==> src/sv/coap_ser_pkg.sv <==
// Shared types, constants and encoding functions for the CoAP message serializer.
// Used by the front, queue, back and top-level modules; depends on nothing else.
package coap_ser_pkg;

	typedef enum logic [2:0] {
		ACT_HEADER = 3'd0,
		ACT_OPAQUE = 3'd1,
		ACT_UINT   = 3'd2,
		ACT_MARKER = 3'd3,
		ACT_DATA   = 3'd4
	} action_t;

	localparam logic [15:0] EXT1_BASE  = 16'd13;
	localparam logic [15:0] EXT2_BASE  = 16'd269;
	localparam logic [3:0]  NIB_EXT1   = 4'hD;
	localparam logic [3:0]  NIB_EXT2   = 4'hE;
	localparam logic [7:0]  VER1_BITS  = 8'h40;
	localparam logic [7:0]  MARKER     = 8'hFF;
	localparam logic [15:0] MAX_AGE_ID = 16'd14;
	localparam logic [3:0]  TKL_MAX    = 4'd8;
	localparam int unsigned QDEPTH     = 4;
	localparam int unsigned QPTR_W     = $clog2(QDEPTH);

	// Up to five bytes of option tag, left aligned, with a byte count.
	typedef struct packed {
		logic [39:0] bytes;
		logic [2:0]  n;
	} tag_t;

	// One queued job: bytes of segment a, then segment b (both left aligned),
	// then the low c_n bytes of c_val sent big-endian.
	typedef struct packed {
		logic [15:0] a_bytes;
		logic [1:0]  a_n;
		logic [39:0] b_bytes;
		logic [2:0]  b_n;
		logic [63:0] c_val;
		logic [3:0]  c_n;
		logic        ok;
	} desc_t;

	function automatic logic [3:0] byte_count(input logic [63:0] x);
		logic [3:0] n;
		n = '0;
		for (int i = 0; i < 8; i++) begin
			if (x[8*i +: 8] != 8'h00) begin
				n = 4'(i + 1);
			end
		end
		return n;
	endfunction

	function automatic logic [3:0] nibble(input logic [15:0] v);
		if (v < EXT1_BASE) begin
			return v[3:0];
		end else if (v < EXT2_BASE) begin
			return NIB_EXT1;
		end else begin
			return NIB_EXT2;
		end
	endfunction

	function automatic logic [1:0] ext_len(input logic [15:0] v);
		if (v < EXT1_BASE) begin
			return 2'd0;
		end else if (v < EXT2_BASE) begin
			return 2'd1;
		end else begin
			return 2'd2;
		end
	endfunction

	// Extension bytes, left aligned in 16 bits.
	function automatic logic [15:0] ext_bytes(input logic [15:0] v);
		logic [15:0] d1;
		logic [15:0] d2;
		d1 = v - EXT1_BASE;
		d2 = v - EXT2_BASE;
		if (v < EXT2_BASE) begin
			return {d1[7:0], 8'h00};
		end else begin
			return d2;
		end
	endfunction

	function automatic tag_t tag_enc(input logic [15:0] delta, input logic [15:0] len);
		tag_t        t;
		logic [1:0]  dn;
		logic [1:0]  ln;
		logic [39:0] lx;
		dn = ext_len(delta);
		ln = ext_len(len);
		t.bytes = {nibble(delta), nibble(len), 32'h0};
		if (dn != 2'd0) begin
			t.bytes[31:16] = ext_bytes(delta);
		end
		lx = {8'h00, ext_bytes(len), 16'h0000} >> {dn, 3'b000};
		if (ln != 2'd0) begin
			t.bytes = t.bytes | lx;
		end
		t.n = 3'd1 + 3'(dn) + 3'(ln);
		return t;
	endfunction

endpackage

==> src/sv/coap_ser_front.sv <==
// Front end of the CoAP serializer: accepts items, tracks option order and Max-Age.
// Builds one job descriptor per item of a known action for the queue; uses coap_ser_pkg.
module coap_ser_front import coap_ser_pkg::*; (
	input  logic        clk,
	input  logic        arst_n,
	input  logic        cfg_we,
	input  logic [0:0]  cfg_data,
	input  logic        in_valid,
	output logic        in_ready,
	input  logic [2:0]  action,
	input  logic [1:0]  msg_type,
	input  logic [7:0]  code,
	input  logic [15:0] msg_id,
	input  logic [63:0] token,
	input  logic [3:0]  token_len,
	input  logic [15:0] option_id,
	input  logic [15:0] option_len,
	input  logic [63:0] uint_value,
	input  logic [7:0]  data_byte,
	input  logic        q_full,
	output logic        q_push,
	output desc_t       q_data
);

	logic        auto_max_age_q;
	logic        pending_q;
	logic [15:0] last_option_q;

	logic        pending_d;
	logic [15:0] last_option_d;
	logic        accept;
	logic        known;
	logic [15:0] id_chk;
	logic        ins_ok;
	logic        clr;
	logic [15:0] lo1;
	tag_t        ma_tag;
	tag_t        opt_tag;
	logic [15:0] opt_len;
	logic [3:0]  uint_n;
	logic        opt_ok;
	logic [3:0]  tkl;

	assign in_ready = !q_full;
	assign accept   = in_valid && in_ready;

	always_comb begin
		id_chk  = (action == ACT_MARKER) ? 16'd0 : option_id;
		clr     = pending_q && ((id_chk == 16'd0) || (id_chk >= MAX_AGE_ID));
		// The inserted tag is dropped when the previous option is already past Max-Age.
		ins_ok  = pending_q && ((id_chk == 16'd0) || (id_chk > MAX_AGE_ID))
			&& (last_option_q <= MAX_AGE_ID);
		ma_tag  = tag_enc(MAX_AGE_ID - last_option_q, 16'd0);
		lo1     = ins_ok ? MAX_AGE_ID : last_option_q;
		uint_n  = byte_count(uint_value);
		opt_len = (action == ACT_UINT) ? {12'd0, uint_n} : option_len;
		opt_ok  = (option_id >= lo1);
		opt_tag = tag_enc(option_id - lo1, opt_len);
		tkl     = (token_len > TKL_MAX) ? TKL_MAX : token_len;
		if (tkl == 4'd0) begin
			tkl = byte_count(token);
		end

		known         = 1'b1;
		pending_d     = pending_q;
		last_option_d = last_option_q;
		q_data        = '0;
		q_data.ok     = 1'b1;
		unique case (action)
			ACT_HEADER: begin
				last_option_d  = 16'd0;
				pending_d      = auto_max_age_q && (code != 8'h00);
				q_data.b_bytes = {VER1_BITS | {2'b00, msg_type, tkl}, code, msg_id, 8'h00};
				q_data.b_n     = 3'd4;
				q_data.c_val   = token;
				q_data.c_n     = tkl;
			end
			ACT_OPAQUE, ACT_UINT: begin
				if (clr) begin
					pending_d = 1'b0;
				end
				if (ins_ok) begin
					q_data.a_bytes = ma_tag.bytes[39:24];
					q_data.a_n     = ma_tag.n[1:0];
				end
				q_data.ok     = opt_ok;
				last_option_d = opt_ok ? option_id : lo1;
				if (opt_ok) begin
					q_data.b_bytes = opt_tag.bytes;
					q_data.b_n     = opt_tag.n;
					if (action == ACT_UINT) begin
						q_data.c_val = uint_value;
						q_data.c_n   = uint_n;
					end
				end
			end
			ACT_MARKER: begin
				if (clr) begin
					pending_d = 1'b0;
				end
				if (ins_ok) begin
					q_data.a_bytes = ma_tag.bytes[39:24];
					q_data.a_n     = ma_tag.n[1:0];
				end
				last_option_d  = lo1;
				q_data.b_bytes = {MARKER, 32'h0};
				q_data.b_n     = 3'd1;
			end
			ACT_DATA: begin
				q_data.b_bytes = {data_byte, 32'h0};
				q_data.b_n     = 3'd1;
			end
			default: begin
				known = 1'b0;
			end
		endcase
		q_push = accept && known;
	end

	always_ff @(posedge clk or negedge arst_n) begin
		if (!arst_n) begin
			auto_max_age_q <= 1'b1;
			pending_q      <= 1'b1;
			last_option_q  <= '0;
		end else begin
			if (cfg_we) begin
				auto_max_age_q <= cfg_data[0];
			end
			if (accept && known) begin
				pending_q     <= pending_d;
				last_option_q <= last_option_d;
			end
		end
	end

endmodule

==> src/sv/coap_ser_fifo.sv <==
// Short job queue between the serializer front and back ends.
// Holds desc_t entries from coap_ser_pkg.
module coap_ser_fifo import coap_ser_pkg::*; (
	input  logic  clk,
	input  logic  arst_n,
	input  logic  push,
	input  desc_t push_data,
	output logic  full,
	input  logic  pop,
	output logic  not_empty,
	output desc_t head
);

	desc_t               mem_q [QDEPTH];
	logic [QPTR_W-1:0]   wr_ptr_q;
	logic [QPTR_W-1:0]   rd_ptr_q;
	logic [QPTR_W:0]     count_q;

	assign full      = (count_q == (QPTR_W+1)'(QDEPTH));
	assign not_empty = (count_q != '0);
	assign head      = mem_q[rd_ptr_q];

	always_ff @(posedge clk) begin
		if (push) begin
			mem_q[wr_ptr_q] <= push_data;
		end
	end

	always_ff @(posedge clk or negedge arst_n) begin
		if (!arst_n) begin
			wr_ptr_q <= '0;
			rd_ptr_q <= '0;
			count_q  <= '0;
		end else begin
			if (push) begin
				wr_ptr_q <= wr_ptr_q + 1'b1;
			end
			if (pop) begin
				rd_ptr_q <= rd_ptr_q + 1'b1;
			end
			if (push && !pop) begin
				count_q <= count_q + 1'b1;
			end else if (pop && !push) begin
				count_q <= count_q - 1'b1;
			end
		end
	end

endmodule

==> src/sv/coap_ser_back.sv <==
// Back end of the CoAP serializer: walks one job descriptor a byte per cycle unless the output stalls.
// Drives the registered output channel; uses coap_ser_pkg.
module coap_ser_back import coap_ser_pkg::*; (
	input  logic        clk,
	input  logic        arst_n,
	input  logic        q_not_empty,
	input  desc_t       q_head,
	output logic        q_pop,
	output logic        out_valid,
	input  logic        out_ready,
	output logic [7:0]  out_byte,
	output logic        byte_valid,
	output logic        last,
	output logic        ok
);

	logic        cur_v_q;
	logic [15:0] a_q;
	logic [1:0]  a_n_q;
	logic [39:0] b_q;
	logic [2:0]  b_n_q;
	logic [63:0] c_q;
	logic [3:0]  c_n_q;
	logic        ok_q;

	logic        out_v_q;
	logic [7:0]  byte_q;
	logic        bvalid_q;
	logic        last_q;
	logic        okout_q;

	logic        step;
	logic        done;
	logic        load;
	logic [4:0]  rem;
	logic [2:0]  cidx;
	logic [7:0]  nbyte;
	logic        nvalid;

	assign out_valid  = out_v_q;
	assign out_byte   = byte_q;
	assign byte_valid = bvalid_q;
	assign last       = last_q;
	assign ok         = okout_q;

	always_comb begin
		step   = cur_v_q && (!out_v_q || out_ready);
		rem    = 5'(a_n_q) + 5'(b_n_q) + 5'(c_n_q);
		done   = (rem <= 5'd1);
		load   = q_not_empty && (!cur_v_q || (step && done));
		q_pop  = load;
		cidx   = 3'(c_n_q - 4'd1);
		nvalid = 1'b1;
		if (a_n_q != 2'd0) begin
			nbyte = a_q[15:8];
		end else if (b_n_q != 3'd0) begin
			nbyte = b_q[39:32];
		end else if (c_n_q != 4'd0) begin
			nbyte = c_q[{cidx, 3'b000} +: 8];
		end else begin
			// Item with nothing to send still answers with one empty result.
			nbyte  = 8'h00;
			nvalid = 1'b0;
		end
	end

	always_ff @(posedge clk) begin
		if (load) begin
			a_q   <= q_head.a_bytes;
			a_n_q <= q_head.a_n;
			b_q   <= q_head.b_bytes;
			b_n_q <= q_head.b_n;
			c_q   <= q_head.c_val;
			c_n_q <= q_head.c_n;
			ok_q  <= q_head.ok;
		end else if (step) begin
			if (a_n_q != 2'd0) begin
				a_q   <= {a_q[7:0], 8'h00};
				a_n_q <= a_n_q - 2'd1;
			end else if (b_n_q != 3'd0) begin
				b_q   <= {b_q[31:0], 8'h00};
				b_n_q <= b_n_q - 3'd1;
			end else if (c_n_q != 4'd0) begin
				c_n_q <= c_n_q - 4'd1;
			end
		end
		if (step) begin
			byte_q   <= nbyte;
			bvalid_q <= nvalid;
			last_q   <= done;
			okout_q  <= ok_q;
		end
	end

	always_ff @(posedge clk or negedge arst_n) begin
		if (!arst_n) begin
			cur_v_q <= 1'b0;
			out_v_q <= 1'b0;
		end else begin
			if (load) begin
				cur_v_q <= 1'b1;
			end else if (step && done) begin
				cur_v_q <= 1'b0;
			end
			if (step) begin
				out_v_q <= 1'b1;
			end else if (out_ready) begin
				out_v_q <= 1'b0;
			end
		end
	end

endmodule

==> src/sv/coap_message_serializer_core.sv <==
// CoAP message serializer, top level. The first byte of an accepted item passes through
// the job queue, the back end's job registers and its output register. Throughput:
// one result per cycle unless the output stalls, one to thirteen per item, while the
// front takes one item a cycle as long as its four-entry job queue has room; an unused
// action code yields no result. Reset is asynchronous and active low: it empties the queue,
// sets auto_max_age and the Max-Age pending flag to 1 and clears the option tracking.
module coap_message_serializer_core import coap_ser_pkg::*; (
	input  logic        clk,
	input  logic        arst_n,
	input  logic        cfg_we,
	input  logic [0:0]  cfg_data,
	input  logic        in_valid,
	output logic        in_ready,
	input  logic [2:0]  action,
	input  logic [1:0]  msg_type,
	input  logic [7:0]  code,
	input  logic [15:0] msg_id,
	input  logic [63:0] token,
	input  logic [3:0]  token_len,
	input  logic [15:0] option_id,
	input  logic [15:0] option_len,
	input  logic [63:0] uint_value,
	input  logic [7:0]  data_byte,
	output logic        out_valid,
	input  logic        out_ready,
	output logic [7:0]  out_byte,
	output logic        byte_valid,
	output logic        last,
	output logic        ok
);

	// The front end classifies each transaction and settles all message state
	// (option order and the Max-Age pending flag) at the moment of acceptance.
	// What it hands on is a self-contained job: an optional inserted Max-Age tag,
	// a tag or header segment, and a big-endian value segment. Unused action
	// codes are accepted and dropped without a job.
	logic  q_push;
	logic  q_full;
	logic  q_pop;
	logic  q_not_empty;
	desc_t q_wdata;
	desc_t q_head;

	coap_ser_front u_front (
		.clk        (clk),
		.arst_n     (arst_n),
		.cfg_we     (cfg_we),
		.cfg_data   (cfg_data),
		.in_valid   (in_valid),
		.in_ready   (in_ready),
		.action     (action),
		.msg_type   (msg_type),
		.code       (code),
		.msg_id     (msg_id),
		.token      (token),
		.token_len  (token_len),
		.option_id  (option_id),
		.option_len (option_len),
		.uint_value (uint_value),
		.data_byte  (data_byte),
		.q_full     (q_full),
		.q_push     (q_push),
		.q_data     (q_wdata)
	);

	// The queue lets the front keep taking transactions while the back end
	// is still streaming a long header or uint option.
	coap_ser_fifo u_fifo (
		.clk       (clk),
		.arst_n    (arst_n),
		.push      (q_push),
		.push_data (q_wdata),
		.full      (q_full),
		.pop       (q_pop),
		.not_empty (q_not_empty),
		.head      (q_head)
	);

	// The back end emits one byte per cycle, unless the output stalls, into a registered output
	// stage and loads the next job in the same cycle as the final byte of the current one.
	coap_ser_back u_back (
		.clk         (clk),
		.arst_n      (arst_n),
		.q_not_empty (q_not_empty),
		.q_head      (q_head),
		.q_pop       (q_pop),
		.out_valid   (out_valid),
		.out_ready   (out_ready),
		.out_byte    (out_byte),
		.byte_valid  (byte_valid),
		.last        (last),
		.ok          (ok)
	);

endmodule

==> config.mk <==
export PLATFORM = sky130hd
export DESIGN_NAME = coap_message_serializer_core
export DESIGN_NICKNAME = d
export VERILOG_FILES = /design/src/sv/coap_ser_pkg.sv /design/src/sv/coap_ser_front.sv /design/src/sv/coap_ser_fifo.sv /design/src/sv/coap_ser_back.sv /design/src/sv/coap_message_serializer_core.sv
export SDC_FILE = /design/constraint.sdc
export NUM_CORES = 1
export LEC_CHECK = 0
export BUFFER_PORTS_ARGS = -buffer_cell sky130_fd_sc_hd__buf_2
export CORE_MARGIN = 2
export CORE_UTILIZATION = 46
export DETAILED_ROUTE_END_ITERATION = 10
export GPL_TIMING_DRIVEN = 0
export SLEW_MARGIN = 0
export SYNTH_ARGS = -nofsm -noshare
export SYNTH_HDL_FRONTEND = slang
export SYNTH_SLANG_ARGS = --single-unit
==> constraint.sdc <==
create_clock -name clk -period 5.8 [get_ports clk]
set_clock_uncertainty 0.2 [all_clocks]
set_input_delay 0.58 -clock clk [delete_from_list [all_inputs] [get_ports clk]]
set_output_delay 0.58 -clock clk [all_outputs]
set_load 0.05 [all_outputs]
Word level (Yosys, flattened, before mapping)
Memories as Yosys holds them, arrays and structs flattened.
Cells that the tools add are included.

storage, ports and cells
  memories = 1
  output and inout port bits = 13
  bits in writable memories = 520
  register bits after elaboration = 168
  bits of input ports = 207

memory list
  name          words  bits a word  read ports  clocked after memory_dff  wr ports  RTL line             source
  u_fifo.mem_q  4      130          1           0                         1         coap_ser_fifo.sv:14  desc_t mem_q [QDEPTH];

cells by class
  equal/unequal tests = 8
  multiplexer cells = 82
  shift-type cells = 2
  $lt $le $gt $ge = 12
  add/subtract/negate cells = 20
  bitwise gates (word level) = 1
  reduce and logical (&&, ||, !) cells = 65

operators with widths
  kind                                                                number
  2-to-1 mux 40 bit                                                   5
  2-to-1 mux 16 bit                                                   12
  case mux 43 bit (4 select lines)                                    1
  case mux 68 bit (2 select lines)                                    1
  nonzero test 8 bit                                                  17
  2-to-1 mux 111 bit                                                  1
  2-to-1 mux 68 bit                                                   1
  indexed part select 64 x 7 -> 8 bit                                 1
  < comparator 16 x 4 -> 1 bit, second input constant                 3
  < comparator 16 x 9 -> 1 bit, second input constant                 3
  2-to-1 mux 4 bit                                                    12
  case mux 16 bit (3 select lines)                                    1
  subtractor 16 x 9 -> 16 bit, second input constant                  3
  2-to-1 mux 3 bit                                                    14
  bitwise OR 40 bit                                                   1
  >> shifter 32 x 5 -> 40 bit                                         1
  2-to-1 mux 18 bit                                                   2
  2-to-1 mux 2 bit                                                    16
  2-to-1 mux 8 bit                                                    3
  nonzero test 2 bit                                                  12
  subtractor 8 x 4 -> 8 bit, second input constant                    3
  greater-or-equal comparator 16 bit                                  1
  greater-or-equal comparator 16 x 4 -> 1 bit, second input constant  1
  greater-than comparator 16 x 4 -> 1 bit, second input constant      1
  36 further kinds                                                    74

Logic depth before layout (Yosys ltp)
Gate-level depths: netlist (run 1).

  word-level depth = 17
  mapped depth = 22
  mapped depth without buffers = 21

By module
A second synthesis (run 1) with hierarchy kept.

unflattened totals
  cell total of the unflattened synthesis = 1820
  area, all modules = 30727.0 sq um

modules (own cells, without submodules)
  module          cells an instance  times used  sequential area each (sq um)  area each (sq um)
  coap_ser_fifo   714                1           15790.1                       19145.9
  coap_ser_back   316                1           4284.1                        6068.3
  coap_ser_front  790                1           452.9                         5512.8

Worst setup path before layout (run 1)
OpenSTA, ideal clock, no wires.

  kind = reg2reg
  start = register u_back.b_n_q[0]
  end = register u_back.b_n_q[0] (enable)
  slack = 0.646 ns
  clock period less this slack = 5.154 ns
  data required time = 4.809 ns
  path buffers = 2
  cell stages (with the launch flop) = 13
  arrival = 4.163 ns
  cell sequence = edfxtp_1 -> ha_1 -> fa_1 -> inv_1 -> fa_1 -> mux2i_1 -> nor4_1 -> nand2_1 -> nand2_1 -> o31ai_1 -> clkbuf_1 -> clkbuf_1 -> o21ai_0

between the ends
  cells in the longest elaborated chain, start to end = 8
  elaborated cells between the ends (all ways) = 11
  classes of those cells = add/sub (2); order compare (1); eq/ne (1); reduce/logical (7)

ends and longest elaborated chain
  item                                                                  RTL line             source
  from (decl)                                                           coap_ser_back.sv:21  logic [2:0] b_n_q;
  from (signal assigned)                                                coap_ser_back.sv:72  b_n_q <= q_head.b_n;
  from (signal assigned)                                                coap_ser_back.sv:82  b_n_q <= b_n_q - 3'd1;
  adder 2 x 3 -> 4 bit *                                                coap_ser_back.sv:48  rem = 5'(a_n_q) + 5'(b_n_q) + 5'(c_n_q);
  adder 5 x 4 -> 5 bit *                                                coap_ser_back.sv:48
  less-or-equal comparator 5 x 1 -> 1 bit *                             coap_ser_back.sv:49  done = (rem <= 5'd1);
  net u_back.done                                                       coap_ser_back.sv:33  logic done;
  logical AND 1 bit *                                                   coap_ser_back.sv:50  load = q_not_empty && (!cur_v_q || (step && done));
  logical OR 1 bit *                                                    coap_ser_back.sv:50
  logical AND 1 bit *                                                   coap_ser_back.sv:50
  != test 2 bit (no line) / nonzero test 2 bit (equally long branches)  --
  AND reduction 3 bit (no line) *                                       --

Mark *: on every way through the listed nets, which the timed path passes. The rest lies on a longest branch.
A chain may end at the register's enable or synchronous reset.

==> results of run 1 <==
-- cell usage in the layout, fill, tap and decap left out, drive strengths merged, types with 25 or more instances in the layout --
cell type / n
edfxtp: 645
buf: 250
clkbuf: 144
mux4: 142
nor2: 97
a22o: 79
a21oi: 71
nand2: 66
o21ai: 66
mux2: 50
inv: 48
ha: 38
nor4: 36
clkinv: 32
nor2b: 29
nor3: 29
dfrtp: 25
-- logic make-up after synthesis --
logic type	Yosys count
compound gates	340
xor+xnor	44
fa+ha+maj	44
buf+inv	130
flops	672
mux	200
simple gates	375
-- repair_timing --
item                                   4_1_cts  5_1_grt
endpoints found under the hold margin       26        0
gates resized for setup                     16       36
gates cloned                                 0        0
setup endpoints to repair                  281      322
hold buffers                                 2        0
-- synthesized netlist by cell type, drive strengths merged (22+ instances only) --
library cell    n  area [um^2]
a21oi          71          355
a22o           79          692
buf            22         92.6
clkbuf         62          233
dfrtp          25          626
edfxtp        645        19400
ha             38          475
inv            45          169
mux2           50          563
mux4          142         3200
nand2          66          250
nor2           97          372
nor2b          29          181
nor3           29          150
nor4           36          246
o21ai          66          330
xnor2          24          218
-- how the worst max path moves through the flow --
stage | cells past startpoint | to | from
2_1_floorplan | 12 | u_back.b_n_q[0]$_DFFE_PP_ | u_back.b_n_q[0]$_DFFE_PP_
3_3_place_gp | 4 | u_fifo.mem_q[0][21]$_DFFE_PP_ | action[0]
3_5_place_dp | 16 | u_fifo.mem_q[2][71]$_DFFE_PP_ | action[2]
4_1_cts | 18 | u_fifo.mem_q[0][90]$_DFFE_PP_ | u_front.last_option_q[8]$_DFFE_PN0P_
5_1_grt | 16 | u_fifo.mem_q[2][88]$_DFFE_PP_ | u_front.last_option_q[8]$_DFFE_PN0P_
6_report | 16 | u_fifo.mem_q[0][94]$_DFFE_PP_ | u_front.last_option_q[8]$_DFFE_PN0P_
-- state kept, by name, indices dropped and copies added, names as in the netlist, 2 cells and up --
signal                 flops
u_back.a_n_q               2
u_back.a_q                16
u_back.b_n_q               3
u_back.b_q                40
u_back.c_n_q               4
u_back.c_q                64
u_back.out_byte            8
u_fifo.count_q             3
u_fifo.mem_q             504
u_fifo.rd_ptr_q            2
u_fifo.wr_ptr_q            2
u_front.last_option_q     16
-- power by group through the flow --
stage / combinational [mW] / clock, mW / sequential (mW)
floorplan: 3.48 / 0 / 7.13
global placement: 5.18 / 0 / 7.20
detailed placement: 5.37 / 0 / 7.05
CTS: 5.41 / 4.54 / 6.96
global route: 5.82 / 4.72 / 7.03
finish: 5.40 / 4.46 / 6.96
-- critical path, cell delays in order (launching register included) --
cell	delay [ns]
dfrtp_1	0.47
nor4_2	0.40
nand4_1	0.24
nor2_1	0.18
o2111ai_1	0.25
nor2b_1	0.23
ha_1	0.35
o21ai_0	0.33
a21o_1	0.20
a21boi_1	0.15
o211a_1	0.37
nor4_2	0.45
nand3_1	0.26
nand2b_1	0.21
clkbuf_1	0.27
mux2i_1	0.43
o21ai_2	0.18
-- area by class of cell --
class                           count  area [um^2]
Clock buffer                       82         1850
Fill cell                        5209        29500
Inverter                           46          175
Timing Repair Buffer              232         1390
Tap cell                          855         1070
Clock inverter                     46          462
Buffer                             82          323
Multi-Input combinational cell   1003         9380
Sequential cell                   672        20000
-- per-layer routing --
| layer | vias to the layer above | global-route usage [%] |
|---|---|---|
| met3 | 104 | 4.34 |
| met1 | 9515 | 35.1 |
| met5 | - | 0 |
| met4 | 0 | 6.28 |
| met2 | 763 | 38.8 |
| li1 | 7959 | - |
==> results_dict.tcl, run 1 <==
set metrics [dict create \
    status "complete, no violations" \
    vias 18300 \
    fp.coreArea_um2 64200 \
    antenna_left 0 \
    io_pins 220 \
    irDropWorstVdd_uv 320 \
    first_global_vias 18000 \
    num_rows 93 \
    diodes 0 \
    cts.sinks 672 \
    p_sw_mw 5.43 \
    cts_buffer_depth 3 \
    fin_hold_ws_ns 0.0271 \
    synthAdderAreaFrac_pct 1.97 \
    ys_seq_area_share_pct 67.4 \
    design_area_um2 34700 \
    grt.total_usage_pct 24.4 \
    fmax_mhz 181 \
    io_buffers 217 \
    rrSetupSlack_ns 0.29 \
    synth.distinct_cells 80 \
    syn_inst 1805 \
    end_kind "flip-flop" \
    clkTransAtPathRegs_ns 0.06 \
    slew-limit-headroom_pct 19.1 \
    min_period_ns 5.51 \
    dr_wl_met2_um 39100 \
    powerDensity_nw_per_um2 485 \
    clkLatencyLatePin_ns 0.61 \
    synth_top_family_by_area "multiplexers" \
    setup_viol 0 \
    holdCritStartpoint "cfg_we" \
    place_area_um2 32200 \
    drt_pass1_iterations 7 \
    tns_ns 0 \
    worstMarginPinSlew_ns 1.21 \
    area_growth_pct 16.7 \
    synthMuxAreaShare_pct 12.9 \
    synth-edff-count 645 \
    p_int_mw 11.4 \
    min_path_cells 2 \
    p_clk_share_pct 26.5 \
    overflow 0 \
    yosys_warnings 0 \
    cts_tree "done" \
    rsz0062_at_grt "true" \
    post-route-util_pct 54.0 \
    timing.final.ws_setup_ns 0.290 \
    highest_layer "met4" \
    synth_flop_cell "edfxtp_1" \
    remaining_drc_errors 0 \
    cp_max_fo 8 \
    synth.avg_cell_area_um2 16.5 \
    p_leak_nw 11.9 \
    cts_inserted_buffers 71 \
    die_w_um 258 \
    wl_met3_um 5880 \
    syn_nets 2055 \
    synth_compound_area_share_pct 8.05 \
    die_area_um2 66700 \
    root_buffer "clkbuf_16" \
    p_seq_share_pct 41.4 \
    drive_above_1_share_pct 27.6 \
    post_drt_wl_per_cell_um 27.1 \
    syn_area_um2 29700 \
    grt_max_degree 67 \
    cts_setup_buffers 0 \
    finalMaxSlewViolations 0 \
    fin_crit_sh_pct 95.0 \
    gp_congestion 0.920 \
    viasPerCell 6.08 \
    die_h_um 258 \
    fin_cells 3018 \
    rr_startpoint "u_front.last_option_q[8]$_DFFE_PN0P_" \
    p_comb_share_pct 32.1 \
    cp.required_ns 5.90 \
    r2r_cells 16 \
    htree_levels 3 \
    async_reset_ff_share_pct 4.02 \
    wl_um 81800 \
    drtIter0Drc 1953 \
    finalHoldViolations 0 \
    critPathArrivalTime_ns 5.61 \
    pre_cts_ws_ns -1.33 \
    antenna_found_initial 0 \
    hold_class "in -> reg" \
    critPathLaunchType "flip-flop" \
    placedCellCount 2889 \
    swShare_pct 32.3 \
    initial_core_util_pct 46.3 \
    p_total_mw 16.8 \
    synthXorXnorAreaFrac_pct 1.32 \
    grt_first_pass_wirelength_um 119000 \
    wl_met1_um 35200 \
    cap_violations 0 \
    fin_nets 2358 \
    dp_hpwl_um 58800 \
    worst_r2r_endpoint "u_fifo.mem_q[0][94]$_DFFE_PP_" \
    worstSetupPathType "reg -> reg" \
    synth-simple-area-share_pct 6.66 \
    hold_end "u_front.auto_max_age_q$_DFFE_PN1P_" \
    ys_ff_latch 672 \
]
(Power assumes the default switching activity.)
==> run 2, diff against run 1 <==
Settings changed: CAP_MARGIN set to 10, CORE_UTILIZATION 46 to 25.
==> run 2 against run 1 <==
Combinational power shrank 1%. First-iteration DRC count rose by 3.1%. Die area rose by 83%. Utilization fell by 24 points. Sequential power barely moved. Final cell count rose by 23%. Critical path depth increased by 1. Worst hold slack better by 0.014 ns.
==> results_dict.tcl, run 2 (synthesis gave the netlist of run 1 again) <==
set metrics [dict create \
    status "complete, no violations" \
    hold_class "in -> reg" \
    fin_crit_sh_pct 97.2 \
    drive_above_1_share_pct 26.5 \
    antenna_found_initial 14 \
    drt_pass1_iterations 6 \
    initial_core_util_pct 25.2 \
    fmax_mhz 177 \
    final_common_cell "edfxtp_1" \
    cts_tree "done" \
    setup_viol 0 \
    num_rows 126 \
    drtIter0Drc 2013 \
    worstMarginPinSlew_ns 1.22 \
    p_comb_share_pct 32.1 \
    irDropWorstVdd_uv 261 \
    area_growth_pct 19.1 \
    grt_first_pass_wirelength_um 123000 \
    fin_nets 2361 \
    clkTransAtPathRegs_ns 0.06 \
    final_cell_mix "edfxtp_1, buf_2, mux4_2" \
    min_period_ns 5.64 \
    tns_ns 0 \
    placedCellCount 3572 \
    finalMaxSlewViolations 0 \
    cts_inserted_buffers 71 \
    fp.coreArea_um2 118000 \
    end_kind "flip-flop" \
    grt.total_usage_pct 13.9 \
    p_clk_share_pct 26.1 \
    p_sw_mw 5.37 \
    p_leak_nw 11.8 \
    root_buffer "clkbuf_16" \
    post_drt_wl_per_cell_um 23.3 \
    nFillCells 11600 \
    wl_um 86200 \
    antenna_left 0 \
    p_int_mw 11.3 \
    clkLatencyLatePin_ns 0.63 \
    p_total_mw 16.6 \
    cp_max_fo 10 \
    p_seq_share_pct 41.8 \
    first_global_vias 18000 \
    htree_levels 3 \
    viasPerCell 4.92 \
    overflow 0 \
    critPathLaunchType "flip-flop" \
    die_area_um2 122000 \
    finalHoldViolations 0 \
    swShare_pct 32.3 \
    cp.required_ns 5.92 \
    powerDensity_nw_per_um2 470 \
    timing.final.ws_setup_ns 0.162 \
    cts_buffer_depth 3 \
    die_w_um 349 \
    rsz0062_at_grt "true" \
    slew-limit-headroom_pct 18.7 \
    gp_congestion 0.918 \
    remaining_drc_errors 0 \
    fin_cells 3701 \
    post-route-util_pct 30.0 \
    regMostFlops "u_fifo.mem_q" \
    worstSetupPathType "reg -> reg" \
    vias 18200 \
    grt_max_degree 65 \
    io_buffers 217 \
    dp_hpwl_um 63000 \
    critPathArrivalTime_ns 5.76 \
    cap_violations 0 \
    die_h_um 349 \
    cts.sinks 672 \
    io_pins 220 \
    largest_reg_flops 504 \
    pre_cts_ws_ns -1.85 \
    largestRegisters "u_fifo.mem_q: 504 flops, u_back.c_q: 64 flops, u_back.b_q: 40 flops" \
]
[run 2: power by group through the flow]
| stage | Clock, mW | Combinational, mW | Sequential, mW |
|---|---|---|---|
| final | 4.34 | 5.34 | 6.97 |
| after floorplan | 0 | 3.48 | 7.13 |
| after global routing | 4.62 | 5.78 | 7.05 |
| after CTS | 4.43 | 5.38 | 6.98 |
| after detailed placement | 0 | 5.35 | 7.08 |
| after global placement | 0 | 5.16 | 7.26 |
[run 2: stage by stage]
stage	hold WS [ns]	instance area (um^2)
finish	0.0416	35400
detailed placement	0.221	33100
global route	0.0343	35400
global placement	0.224	32700
CTS	0.0112	35400
floorplan	0.0844	29700
[run 2: cell type report]
class                           instances  area, um^2  area share [%]
Inverter                               46         175           0.494
Multi-Input combinational cell       1003        9310            26.3
Clock buffer                           82        1850            5.22
Antenna cell                            2        5.00          0.0141
Sequential cell                       672       20000            56.6
Timing Repair Buffer                  235        1430            4.03
Clock inverter                         43         372            1.05
Tap cell                             1536        1920            5.42
Buffer                                 82         320           0.904
[run 2: critical path: stages, from the launching register on]
cell	delay [ns]
dfrtp_1	0.45
nor4_2	0.43
nand4_1	0.23
nor2_1	0.20
o2111ai_1	0.28
and2_1	0.26
ha_1	0.18
inv_1	0.07
fa_1	0.20
nand3_1	0.18
a31oi_1	0.23
nor2_1	0.06
o21ai_0	0.40
a21oi_4	0.23
nor2b_1	0.53
clkbuf_1	0.51
o21ai_0	0.17
o21ai_1	0.52
[run 2: final timing paths]
path	start	slack (ns)	endpoint	cells past startpoint
worst max-delay path	u_front.last_option_q[10]$_DFFE_PN0P_	0.16	u_fifo.mem_q[2][109]$_DFFE_PP_	17
worst min-delay path	option_id[14]	0.04	u_front.last_option_q[14]$_DFFE_PN0P_	2
worst max register to register	u_front.last_option_q[10]$_DFFE_PN0P_	0.16	u_fifo.mem_q[2][109]$_DFFE_PP_	17
worst min register to register	u_back.ok_q$_DFFE_PP_	0.23	u_back.ok$_DFFE_PP_	0
max in group asynchronous	arst_n	4.58	u_front.last_option_q[2]$_DFFE_PN0P_	2
min in group asynchronous	arst_n	0.33	u_front.last_option_q[9]$_DFFE_PN0P_	2
[run 2: what timing repair did]
action                                 4_1_cts  5_1_grt
buffers inserted                             1        0
endpoints found under the hold margin       26        0
pin swaps                                    1        0
resized for setup                           10       24
setup endpoints to repair                  372      238
hold buffers                                 3        0
[run 2: layer usage]
metal | routed length (um) | vias to the layer above | part of all wire (%) | global-route usage [%]
li1 | - | 7974 | - | -
met1 | 37100 | 9292 | 43 | 19.0
met2 | 39000 | 789 | 45 | 21.2
met3 | 6820 | 147 | 7.9 | 2.96
met4 | 3210 | 14 | 3.7 | 5.71
met5 | 88 | - | 0.10 | 0
